$ cat config.mk
export PLATFORM = sky130hd
export DESIGN_NAME = trhp_queue
export DESIGN_NICKNAME = d
export VERILOG_FILES = /design/src/design/trhp_pkg.sv /design/src/design/trhp_queue.sv
export SDC_FILE = /design/constraint.sdc
export NUM_CORES = 1
export LEC_CHECK = 0
export ABC_AREA = 0
export CORE_UTILIZATION = 45
export CTS_CLUSTER_DIAMETER = 30
export DETAILED_ROUTE_END_ITERATION = 12
export DONT_BUFFER_PORTS = 1
export PLACE_DENSITY_LB_ADDON = 0.25
export SYNTH_ARGS = -nofsm -noshare
export SYNTH_HDL_FRONTEND = slang
export SYNTH_SLANG_ARGS = --single-unit
$ cat constraint.sdc
create_clock -name clk -period 4.12 [get_ports clk]
set_input_delay 0.824 -clock clk [delete_from_list [all_inputs] [get_ports clk]]
set_output_delay 0.824 -clock clk [all_outputs]
set_load 0.01 [all_outputs]
$ cat src/design/trhp_pkg.sv
package trhp_pkg;

	localparam int CAPTURE_DEPTH = 4096;
	localparam int CAP_AW = $clog2(CAPTURE_DEPTH);
	localparam int CAP_LW = $clog2(CAPTURE_DEPTH + 1);
	localparam int JOB_Q_DEPTH = 2;
	localparam int JOB_QAW = $clog2(JOB_Q_DEPTH);
	localparam int OUT_W = 152;

	// event bit positions
	localparam int EV_RECORD = 0;
	localparam int EV_HELLO = 1;
	localparam int EV_CERT = 2;
	localparam int EV_KEYX = 3;
	localparam int EV_CREQ = 4;
	localparam int EV_DONE = 5;
	localparam int EV_ALERT = 6;
	localparam int EV_CCS = 7;
	localparam int EV_ERROR = 8;

	// record content types
	localparam logic [7:0] REC_CCS = 8'd20;
	localparam logic [7:0] REC_ALERT = 8'd21;
	localparam logic [7:0] REC_HS = 8'd22;
	localparam logic [7:0] REC_APP = 8'd23;

	// handshake message types
	localparam logic [7:0] HS_HELLO = 8'd2;
	localparam logic [7:0] HS_CERT = 8'd11;
	localparam logic [7:0] HS_KEYX = 8'd12;
	localparam logic [7:0] HS_CREQ = 8'd13;
	localparam logic [7:0] HS_DONE = 8'd14;

	localparam logic [7:0] ALERT_FATAL = 8'd2;
	localparam logic [7:0] CURVE_NAMED = 8'd3;
	localparam int REC_HDR_LAST = 4;
	localparam int HS_HDR_LAST = 3;
	localparam int HELLO_MIN = 38;
	localparam int SID_OFS = 34;
	localparam int SID_MAX = 32;
	localparam int CERT_HDR = 3;
	localparam int KEYX_MIN = 4;
	localparam int CNT_MAX = 2047;

	typedef struct packed {
		logic restart;
		logic err_only;
		logic pend_clear;
		logic oversize;
		logic trunc_clear;
		logic trunc_set;
		logic msg;
		logic [7:0] msg_kind;
		logic [CAP_LW-1:0] msg_len;
		logic rec_end;
		logic [7:0] rec_kind;
		logic rec_ge2;
		logic [7:0] alert0;
		logic [7:0] alert1;
	} job_t;

	typedef struct packed {
		logic idle;
		logic sticky;
		logic pend_err;
	} bstat_t;

	typedef enum logic [4:0] {
		B_IDLE,
		B_START,
		B_DISP,
		B_RD,
		B_RDW,
		B_H_VER,
		B_H_SID,
		B_H_CIPH,
		B_H_COMP,
		B_C_CHAIN,
		B_C_LOOP,
		B_C_LEN,
		B_C_END,
		B_K_0,
		B_K_NG,
		B_AFTER,
		B_FIN,
		B_EMIT
	} bstate_t;

endpackage

$ cat src/design/trhp_queue.sv
module trhp_queue (
	input logic clk,
	input logic arst_n,
	input logic push,
	input trhp_pkg::job_t push_job,
	input logic pop,
	output trhp_pkg::job_t head,
	output logic empty
);
	import trhp_pkg::*;

	job_t mem_q [JOB_Q_DEPTH];
	logic [JOB_QAW-1:0] wp_q, rp_q;
	logic [JOB_QAW:0] cnt_q;

	assign empty = (cnt_q == '0);
	assign head = mem_q[rp_q];

	always_ff @(posedge clk) begin
		if (push) begin
			mem_q[wp_q] <= push_job;
		end
	end

	always_ff @(posedge clk or negedge arst_n) begin
		if (!arst_n) begin
			wp_q <= '0;
			rp_q <= '0;
			cnt_q <= '0;
		end else begin
			if (push) begin
				wp_q <= (wp_q == JOB_QAW'(JOB_Q_DEPTH - 1)) ? '0 : wp_q + 1'b1;
			end
			if (pop) begin
				rp_q <= (rp_q == JOB_QAW'(JOB_Q_DEPTH - 1)) ? '0 : rp_q + 1'b1;
			end
			cnt_q <= cnt_q + (JOB_QAW + 1)'(push) - (JOB_QAW + 1)'(pop);
		end
	end

endmodule

==> results of run 1 <==
## routing by layer
metal  vias to the layer above  GRT usage (%)  wire length, microns
met3                        10           5.57                   559
li1                        721              -                     -
met4                         0           6.58                   112
met2                        63           22.9                  3410
met1                       823           13.3                  2280
met5                         -              0                     0
## sequential cells by signal, indices dropped and copies added (netlist names)
signal and count:
mem_q 108, cnt_q 2, rp_q 1, wp_q 1
## layout make-up
class	instances	area, sq um
Tap cell	129	161
Sequential cell	112	3350
Multi-Input combinational cell	62	883
Timing Repair Buffer	2	15.0
Clock buffer	11	141
Inverter	2	7.51
Clock inverter	5	42.5
Fill cell	769	4690
## metrics by stage
| stage | cells | instance area [sq um] | utilization (%) |
|---|---|---|---|
| after global routing | 323 | 4600 | 49.5 |
| final | 323 | 4600 | 49.5 |
| after floorplan | 182 | 4340 | - |
| after CTS | 323 | 4600 | 49.5 |
| after global placement | 307 | 4410 | 47.5 |
| after detailed placement | 307 | 4410 | 47.5 |
## worst register-to-register path, cell delays in order (launching register included)
cell and delay [ns]:
dfrtp_1 0.45, nor2b_4 0.88, buf_4 0.42
## synthesized netlist by cell type (2+ instances only)
cell / count
ha_1: 2
edfxtp_1: 108
mux2_2: 5
inv_1: 2
dfrtp_1: 4
mux2_4: 49
xor2_1: 2
buf_12: 5
## cells by family (layout without fill, tap and decap cells)
family,count (synthesis),in the layout
flip-flops,112,112
XOR/XNOR,3,3
buffers and inverters,8,20
adder cells (fa/ha/maj),2,2
AND/OR/NAND/NOR,3,3
multiplexers,54,54
## power groups by stage
stage          sequential [W]  combinational, W  clock (W)
6_report              0.00172          0.000774   0.000581
5_1_grt               0.00175          0.000828   0.000637
4_1_cts               0.00173          0.000795   0.000606
3_5_place_dp          0.00175          0.000793          0
3_3_place_gp          0.00173          0.000768          0
2_1_floorplan         0.00159          0.000894          0
## worst paths after layout
path | startpoint | endpoint | slack (ns)
hold reg to reg | wp_q$_DFFE_PN0P_ | wp_q$_DFFE_PN0P_ | 0.57
setup / recovery | rp_q$_DFFE_PN0P_ | head[47] | 1.37
hold / removal | arst_n | rp_q$_DFFE_PN0P_ | 0.14
setup reg to reg | wp_q$_DFFE_PN0P_ | mem_q[0][3]$_DFFE_PP_ | 2.06
max in group asynchronous | arst_n | rp_q$_DFFE_PN0P_ | 3.90
min in group clk | pop | rp_q$_DFFE_PN0P_ | 0.53
==> impl_metrics.env, run 1 <==
export IMPL_p_clk_share_pct=18.9
export IMPL_fin_nets=249
export IMPL_path_clk_slew_ns=0.10
export IMPL_cts_tree="yes"
export IMPL_outcome="finished clean"
export IMPL_wl_per_cell_microns=19.7
export IMPL_hold_buffers=0
export IMPL_min_path_type="in2async"
export IMPL_final_min_clock_period_ns=2.75
export IMPL_synth_top_area_cell="edfxtp_1"
export IMPL_critPathKind="reg2out"
export IMPL_p_per_area_mw_per_mm2=668
export IMPL_maxCapViolations=0
export IMPL_mostFrequentLayoutCells="108 x edfxtp_1, 49 x mux2_4, 10 x clkbuf_8, 5 x mux2_2, 4 x clkinv_4"
export IMPL_fin_ws_ns=1.37
export IMPL_layout_commonest_cell="edfxtp_1"
export IMPL_areaGrowthSynthToFinish_pct=6.03
export IMPL_yosys_most_used_dff="edfxtp_1"
export IMPL_path_buf_inv=0
export IMPL_yosys_area_share_simple_pct=0.375
export IMPL_synth_fa_ha_area_share_pct=0.577
export IMPL_slew_violations=0
export IMPL_antenna_cells=0
export IMPL_post_synth_mux_area_share_pct=18.3
export IMPL_gr_total_overflow=0
export IMPL_synth_seq_cells=112
export IMPL_rsz0062_at_grt="no"
export IMPL_die_area_sq_mm=0.0100
export IMPL_max_stage_delay_ns=1.09
export IMPL_fin_crit_sh_pct=66.8
export IMPL_drtIter0Drc=25
export IMPL_vias=1617
export IMPL_ys_warn_count=0
export IMPL_synth_xor_area_share_pct=0.952
export IMPL_seq_area_frac_synth_pct=77.1
export IMPL_synth_top_family_by_area="multiplexers"
export IMPL_relSlewSlack_pct=25.9
export IMPL_rows=35
export IMPL_pwr_share_seq_pct=55.9
export IMPL_cp_depth=1
export IMPL_intPower_w=0.00218
export IMPL_timing_fmax_mhz=363
export IMPL_die_h_microns=100
export IMPL_cts_sinks=112
export IMPL_grt_pass1_wl_microns=9520
export IMPL_dr_pass1_iters=4
export IMPL_drive_above_1_share_pct=38.1
export IMPL_p_leak_nw=1.64
export IMPL_hold_viol=0
export IMPL_grt_usage_pct=13.1
export IMPL_syn_area_sq_mm=0.00434
export IMPL_synth_edf_count=108
export IMPL_tns_ns=0
export IMPL_switching_share_pct=28.9
export IMPL_fin_worst_skew_ns=0.0111
export IMPL_cts_resized=0
export IMPL_cp_data_required_time_ns=3.30
export IMPL_core_sq_mm=0.00928
export IMPL_cts_setup_buffers=0
export IMPL_p_comb_share_pct=25.2
export IMPL_insertion_delay_ns=0.36
export IMPL_postRouteAntennaNets=0
export IMPL_synth_cell_types=13
export IMPL_gp_congestion=0.633
export IMPL_path_cells="mux2_2"
export IMPL_finalSetupViolations=0
export IMPL_drc=0
export IMPL_die_w_microns=100
export IMPL_syn_inst=182
export IMPL_slowest_stage="dfrtp_4"
export IMPL_io_pins=113
export IMPL_port_buffers=0
export IMPL_cp_top_family="flip-flops"
export IMPL_grt_pass1_vias=1747
export IMPL_p_total_w=0.00307
export IMPL_worstMarginPinSlew_ns=1.11
export IMPL_cp_max_fo=55
export IMPL_whs_ns=0.144
export IMPL_synth_avg_cell_area_sq_um=23.8
export IMPL_vias_per_cell=5.01
export IMPL_numCtsBuffers=9
export IMPL_grt_max_degree=56
export IMPL_grt_antenna_before_repair=0
export IMPL_drt_total_wl_microns=6360
export IMPL_start_util_pct=46.7
export IMPL_synth_top_area_share_pct=74.8
export IMPL_critPathArrivalTime_ns=1.93
export IMPL_synth_compound_area_share_pct=0
export IMPL_async_flop_share_pct=3.57
export IMPL_htree_levels=3
export IMPL_synth_nets=242
export IMPL_p_sw_w=0.000889
export IMPL_cp_start_kind="flop"
export IMPL_pre_cts_ws_ns=1.64
export IMPL_clock_root_buffer="clkbuf_8"
export IMPL_clockBufferDepth=2
export IMPL_end_kind="output pin"
export IMPL_reg2reg_depth=2
export IMPL_ys_top_cells_by_area="edfxtp_1 75%, mux2_4 17%, buf_12 2.3%"
export IMPL_ir_worst_vdd_mv=0.303
Power figures use the tool's default switching activity.
==> inputs of run 2 (changes only) <==
==> constraint.sdc (replaced) <==
create_clock -name clk -period 2.3 [get_ports clk]
set_input_delay 0.46 -clock clk [delete_from_list [all_inputs] [get_ports clk]]
set_output_delay 0.46 -clock clk [all_outputs]
set_load 0.01 [all_outputs]
==> run 2 against run 1 <==
Effect of this change:
- clock-buffer cell count is 2 lower
- power up 85%
- worst setup slack got worse by 1.3 ns
- combinational power grew 110%
- sequential share of layout area fell by 1.2 points
- global-route usage rose by 0.14 points
- critical path type unchanged
- via count grew 1.4%
- clock skew down 0.0037 ns
- clock power is 100% higher
- critical path depth grew 1
- first-iteration DRC count rose by 68%
- routed wire length hardly changed
==> impl_metrics.env, run 2 (same netlist as run 1, synthesis figures left out) <==
export IMPL_outcome="finished clean"
export IMPL_worstHoldStart="pop"
export IMPL_grt_pass1_wl_microns=9530
export IMPL_p_comb_share_pct=28.2
export IMPL_wl_met1_microns=2160
export IMPL_maxCapViolations=0
export IMPL_intPower_w=0.00404
export IMPL_timing_fmax_mhz=458
export IMPL_relSlewSlack_pct=74.3
export IMPL_place_area_sq_mm=0.00446
export IMPL_switching_share_pct=28.8
export IMPL_hpwl_microns=4570
export IMPL_clockBufferDepth=2
export IMPL_largest_reg_flops=108
export IMPL_postRouteAntennaNets=0
export IMPL_port_buffers=0
export IMPL_gp_congestion=0.721
export IMPL_grt_pass1_vias=1790
export IMPL_clock_root_buffer="clkbuf_8"
export IMPL_drive_above_1_share_pct=39.7
export IMPL_p_leak_nw=1.69
export IMPL_p_clk_share_pct=20.7
export IMPL_worstMarginPinSlew_ns=0.385
export IMPL_numCtsBuffers=9
export IMPL_cp_max_fo=16
export IMPL_wl_met3_microns=692
export IMPL_cts_sinks=112
export IMPL_regMostFlops="mem_q"
export IMPL_tns_ns=0
export IMPL_ir_worst_vdd_mv=0.490
export IMPL_htree_levels=3
export IMPL_drc=0
export IMPL_die_w_microns=100
export IMPL_start_util_pct=46.7
export IMPL_core_sq_mm=0.00928
export IMPL_top_layer="met4"
export IMPL_critPathKind="reg2out"
export IMPL_io_pins=113
export IMPL_layout_commonest_cell="edfxtp_1"
export IMPL_pwr_share_seq_pct=51.1
export IMPL_wl_per_cell_microns=19.4
export IMPL_rows=35
export IMPL_crit_start="rp_q$_DFFE_PN0P_"
export IMPL_die_h_microns=100
export IMPL_cts_tree="yes"
export IMPL_cp_data_required_time_ns=1.84
export IMPL_p_per_area_mw_per_mm2=1210
export IMPL_finalSetupViolations=0
export IMPL_vias_per_cell=5.00
export IMPL_dr_pass1_iters=6
export IMPL_slew_violations=0
export IMPL_drt_total_wl_microns=6370
export IMPL_worstReg2RegStart="wp_q$_DFFE_PN0P_"
export IMPL_cp_start_kind="flop"
export IMPL_p_sw_w=0.00164
export IMPL_whs_path_depth=1
export IMPL_drtIter0Drc=42
export IMPL_areaGrowthSynthToFinish_pct=7.85
export IMPL_gr_total_overflow=0
export IMPL_grt_max_degree=30
export IMPL_final_util_pct=50.4
export IMPL_placed_cells=311
export IMPL_rsz0062_at_grt="no"
export IMPL_end_kind="output pin"
export IMPL_insertion_delay_ns=0.37
export IMPL_die_area_sq_mm=0.0100
export IMPL_fin_worst_skew_ns=0.00744
export IMPL_fin_crit_sh_pct=95.0
export IMPL_hold_viol=0
export IMPL_path_clk_slew_ns=0.10
export IMPL_fin_cells=328
export IMPL_fin_nets=254
export IMPL_cts_resized=0
export IMPL_grt_usage_pct=13.2
export IMPL_largest_registers="mem_q x108, cnt_q x2"
export IMPL_critPathArrivalTime_ns=1.72
export IMPL_vias=1640
export IMPL_postLayoutCellArea_sq_mm=0.00468
export IMPL_mostFrequentLayoutCells="108 x edfxtp_1, 49 x mux2_4, 9 x clkbuf_8, 5 x mux2_2, 5 x buf_4"
export IMPL_dr_wl_met2_microns=3360
export IMPL_antenna_cells=0
export IMPL_min_path_type="in2reg"
export IMPL_reg2reg_depth=2
export IMPL_final_min_clock_period_ns=2.18
export IMPL_grt_antenna_before_repair=0
## run 2: cell count changes in the layout (fill, tap and decap cells not counted)
cell | previous run | this run
clkinv_4 | 4 | 1
buf_12 | 0 | 1
buf_4 | 2 | 5
clkbuf_1 | 1 | 0
inv_6 | 0 | 2
dlygate4sd3_1 | 0 | 1
inv_8 | 0 | 2
clkbuf_8 | 10 | 9
bufinv_16 | 0 | 1
## run 2: final cells by class
class / count / area (sq um)
tap: 129 / 161
clock inverter: 7 / 86.3
fill: 748 / 4610
sequential: 112 / 3350
clock buffer: 9 / 124
timing repair buffer: 7 / 67.6
inverter: 2 / 7.51
multi-input combinational: 62 / 883
## run 2: path summary, 6_finish.rpt
check | to | slack (ns)
setup reg to reg | mem_q[1][16]$_DFFE_PP_ | 1.01
max in group asynchronous | rp_q$_DFFE_PN0P_ | 1.75
setup / recovery | head[52] | 0.12
hold reg to reg | wp_q$_DFFE_PN0P_ | 0.54
min in group asynchronous | cnt_q[1]$_DFF_PN0_ | 0.36
hold / removal | rp_q$_DFFE_PN0P_ | 0.17
## run 2: power by group through the flow
| stage | logic, W | registers (W) | clock network (W) |
|---|---|---|---|
| final | 0.00160 | 0.00290 | 0.00118 |
| after global routing | 0.00170 | 0.00294 | 0.00130 |
| after CTS | 0.00164 | 0.00291 | 0.00122 |
| after detailed placement | 0.00163 | 0.00296 | 0 |
| after global placement | 0.00159 | 0.00293 | 0 |
| after floorplan | 0.00161 | 0.00284 | 0 |
## run 2: what timing repair did
item,4_1_cts,5_1_grt
buffers inserted,0,0
hold buffers,1,0
endpoints found under the hold margin,4,0
## run 2: critical path: stages (launching register included)
cell,delay (ns)
dfrtp_4,0.64
buf_4,0.31
mux2_2,0.40
## run 2: per-stage QoR
| step | hold slack [ns] | power (W) | worst slack [ns] |
|---|---|---|---|
| 6_report | 0.167 | 0.00568 | 0.116 |
| 3_3_place_gp | 0.165 | 0.00452 | 0.539 |
| 4_1_cts | 0.148 | 0.00577 | 0.0885 |
| 5_1_grt | 0.143 | 0.00595 | 0.0409 |
| 2_1_floorplan | 0.164 | 0.00445 | 0.139 |
| 3_5_place_dp | 0.165 | 0.00459 | 0.497 |
## run 2: layer usage
metal / vias to the layer above / track usage (%)
li1: 736 / -
met1: 811 / 13.4
met2: 81 / 22.5
met3: 12 / 6.27
met4: 0 / 7.13
met5: - / 0
==> inputs of run 3 (changes only) <==
--- a/config.mk
+++ b/config.mk
@@ -10,6 +10,7 @@
 export CTS_CLUSTER_DIAMETER = 30
 export DETAILED_ROUTE_END_ITERATION = 12
 export DONT_BUFFER_PORTS = 1
+export GPL_TIMING_DRIVEN = 0
 export PLACE_DENSITY_LB_ADDON = 0.25
 export SYNTH_ARGS = -nofsm -noshare
 export SYNTH_HDL_FRONTEND = slang
==> constraint.sdc (replaced) <==
create_clock -name clk -period 2.6 [get_ports clk]
set_input_delay 0.52 -clock clk [delete_from_list [all_inputs] [get_ports clk]]
set_output_delay 0.52 -clock clk [all_outputs]
set_load 0.01 [all_outputs]
==> run 3 against run 2 <==
Effect of this change:
- final cell count up 0.61%
- sequential cell count stayed put
- die area is the same
- routed wire length rose by 1.1%
- non-clock buffer count is 2 higher
- cell area increased by 1.6%
- register-to-register slack got worse by 0.09 ns
- largest power group unchanged
- core utilization increased by 0.78 points
- clock-buffer cell count is the same
- sequential share of layout area is 1.2 points lower
- largest cell class unchanged
- clock skew is essentially flat
- critical path depth grew 1
==> impl_metrics.env, run 3 (same netlist as run 1, synthesis figures left out) <==
export IMPL_dr_pass1_iters=2
export IMPL_drtIter0Drc=47
export IMPL_numCtsBuffers=9
export IMPL_timing_fmax_mhz=519
export IMPL_fin_nets=256
export IMPL_vias_per_cell=4.99
export IMPL_layout_commonest_cell="edfxtp_1"
export IMPL_final_min_clock_period_ns=1.93
export IMPL_cts_sinks=112
export IMPL_io_pins=113
export IMPL_die_h_microns=100
export IMPL_drt_total_wl_microns=6440
export IMPL_gr_total_overflow=0
export IMPL_clockBufferDepth=2
export IMPL_worstReg2RegEnd="mem_q[0][1]$_DFFE_PP_"
export IMPL_pre_cts_ws_ns=0.763
export IMPL_grt_pass1_wl_microns=9670
export IMPL_final_util_pct=51.2
export IMPL_fin_crit_sh_pct=74.1
export IMPL_hpwl_microns=4580
export IMPL_end_kind="output pin"
export IMPL_clock_root_buffer="clkbuf_8"
export IMPL_p_total_w=0.00513
export IMPL_worstMarginPinSlew_ns=0.802
export IMPL_p_leak_nw=1.72
export IMPL_critPathKind="reg2out"
export IMPL_fin_ws_ns=0.672
export IMPL_cp_max_fo=10
export IMPL_hold_buffers=1
export IMPL_cp_data_required_time_ns=2.08
export IMPL_fin_worst_skew_ns=0.00759
export IMPL_gp_congestion=0.671
export IMPL_insertion_delay_ns=0.35
export IMPL_cts_setup_buffers=0
export IMPL_worstReg2RegStart="wp_q$_DFFE_PN0P_"
export IMPL_drive_above_1_share_pct=38.8
export IMPL_core_sq_mm=0.00928
export IMPL_path_buf_inv=2
export IMPL_cts_tree="yes"
export IMPL_grt_pass1_vias=1732
export IMPL_worstHoldStart="pop"
export IMPL_htree_levels=3
export IMPL_p_per_area_mw_per_mm2=1080
export IMPL_finalSetupViolations=0
export IMPL_maxCapViolations=0
export IMPL_slew_violations=0
export IMPL_max_stage_delay_ns=0.36
export IMPL_postRouteAntennaNets=0
export IMPL_path_cells="buf_6 > buf_12 > mux2_4"
export IMPL_die_w_microns=100
export IMPL_largest_registers="mem_q x108, cnt_q x2"
export IMPL_mostFrequentLayoutCells="108 x edfxtp_1, 49 x mux2_4, 9 x clkbuf_8, 7 x buf_12, 5 x mux2_2"
export IMPL_path_clk_slew_ns=0.10
export IMPL_cts_resized=0
export IMPL_antenna_cells=0
export IMPL_die_area_sq_mm=0.0100
export IMPL_fillers=745
export IMPL_slowest_stage="dfrtp_1"
export IMPL_outcome="finished clean"
export IMPL_min_to="rp_q$_DFFE_PN0P_"
export IMPL_min_path_type="in2reg"
export IMPL_ir_worst_vdd_mv=0.518
export IMPL_rows=35
export IMPL_postLayoutCellArea_sq_mm=0.00475
export IMPL_reg2reg_slack_ns=0.92
export IMPL_largest_reg_flops=108
export IMPL_whs_path_depth=1
export IMPL_place_area_sq_mm=0.00455
export IMPL_grt_usage_pct=13.6
export IMPL_reg2reg_depth=2
export IMPL_start_util_pct=46.7
export IMPL_cp_start_kind="flop"
export IMPL_grt_max_degree=30
export IMPL_rsz0062_at_grt="no"
export IMPL_drc=0
export IMPL_port_buffers=0
export IMPL_hold_viol=0
export IMPL_relSlewSlack_pct=46.5
export IMPL_regMostFlops="mem_q"
export IMPL_cp_top_family="flip-flops"
export IMPL_critPathArrivalTime_ns=1.41
export IMPL_areaGrowthSynthToFinish_pct=9.52
export IMPL_wl_per_cell_microns=19.5
export IMPL_grt_antenna_before_repair=0
export IMPL_vias=1646
run 3: changes by cell type in the layout (fill, tap and decap cells not counted):
cell        change
buf_12          +6
buf_4           -5
buf_6           +1
clkinv_1        +2
clkinv_2        +1
clkinv_4        -1
clkinvlp_4      -1
dfrtp_1         +1
dfrtp_4         -1
inv_6           +1
inv_8           -2
run 3: final cells by class:
| class | count | area [sq um] | share of cell area (%) |
|---|---|---|---|
| plain buffers | 6 | 111 | 2.34 |
| clock buffers | 9 | 124 | 2.61 |
| clock inverters | 7 | 68.8 | 1.45 |
| inverters | 2 | 7.51 | 0.158 |
| multi-input cells | 62 | 883 | 18.6 |
| flip-flops and latches | 112 | 3340 | 70.4 |
| well taps | 129 | 161 | 3.40 |
| repair buffers | 3 | 50.0 | 1.05 |
run 3: how the worst max path moves through the flow:
stage	startpoint	to	slack [ns]	depth (start not counted)
after floorplan	push	mem_q[0][0]$_DFFE_PP_	0.23	1
after global placement	push	mem_q[0][50]$_DFFE_PP_	-0.27	1
after detailed placement	push	mem_q[0][53]$_DFFE_PP_	0.76	2
after CTS	rp_q$_DFFE_PN0P_	head[42]	0.62	3
after global routing	rp_q$_DFFE_PN0P_	head[9]	0.58	3
final	rp_q$_DFFE_PN0P_	head[36]	0.67	3
run 3: through the flow:
step	setup TNS [ns]	instances	hold slack, ns
floorplan	0	182	0.224
global placement	-18.34	311	0.225
detailed placement	0	313	0.225
CTS	0	330	0.221
global route	0	330	0.215
finish	0	330	0.249
run 3: power by group:
| group | internal [W] | total [W] | leakage (nW) | switching [W] |
|---|---|---|---|---|
| clock network | 0.000448 | 0.000999 | 0.0995 | 0.000550 |
| logic | 0.000839 | 0.00164 | 0.559 | 0.000803 |
| registers | 0.00240 | 0.00249 | 1.06 | 0.0000969 |
run 3: metal layers:
metal	track usage, %	wire length (microns)
met1	14.8	2310
met2	23.6	3590
met3	5.57	457
met4	5.35	76
met5	0	0
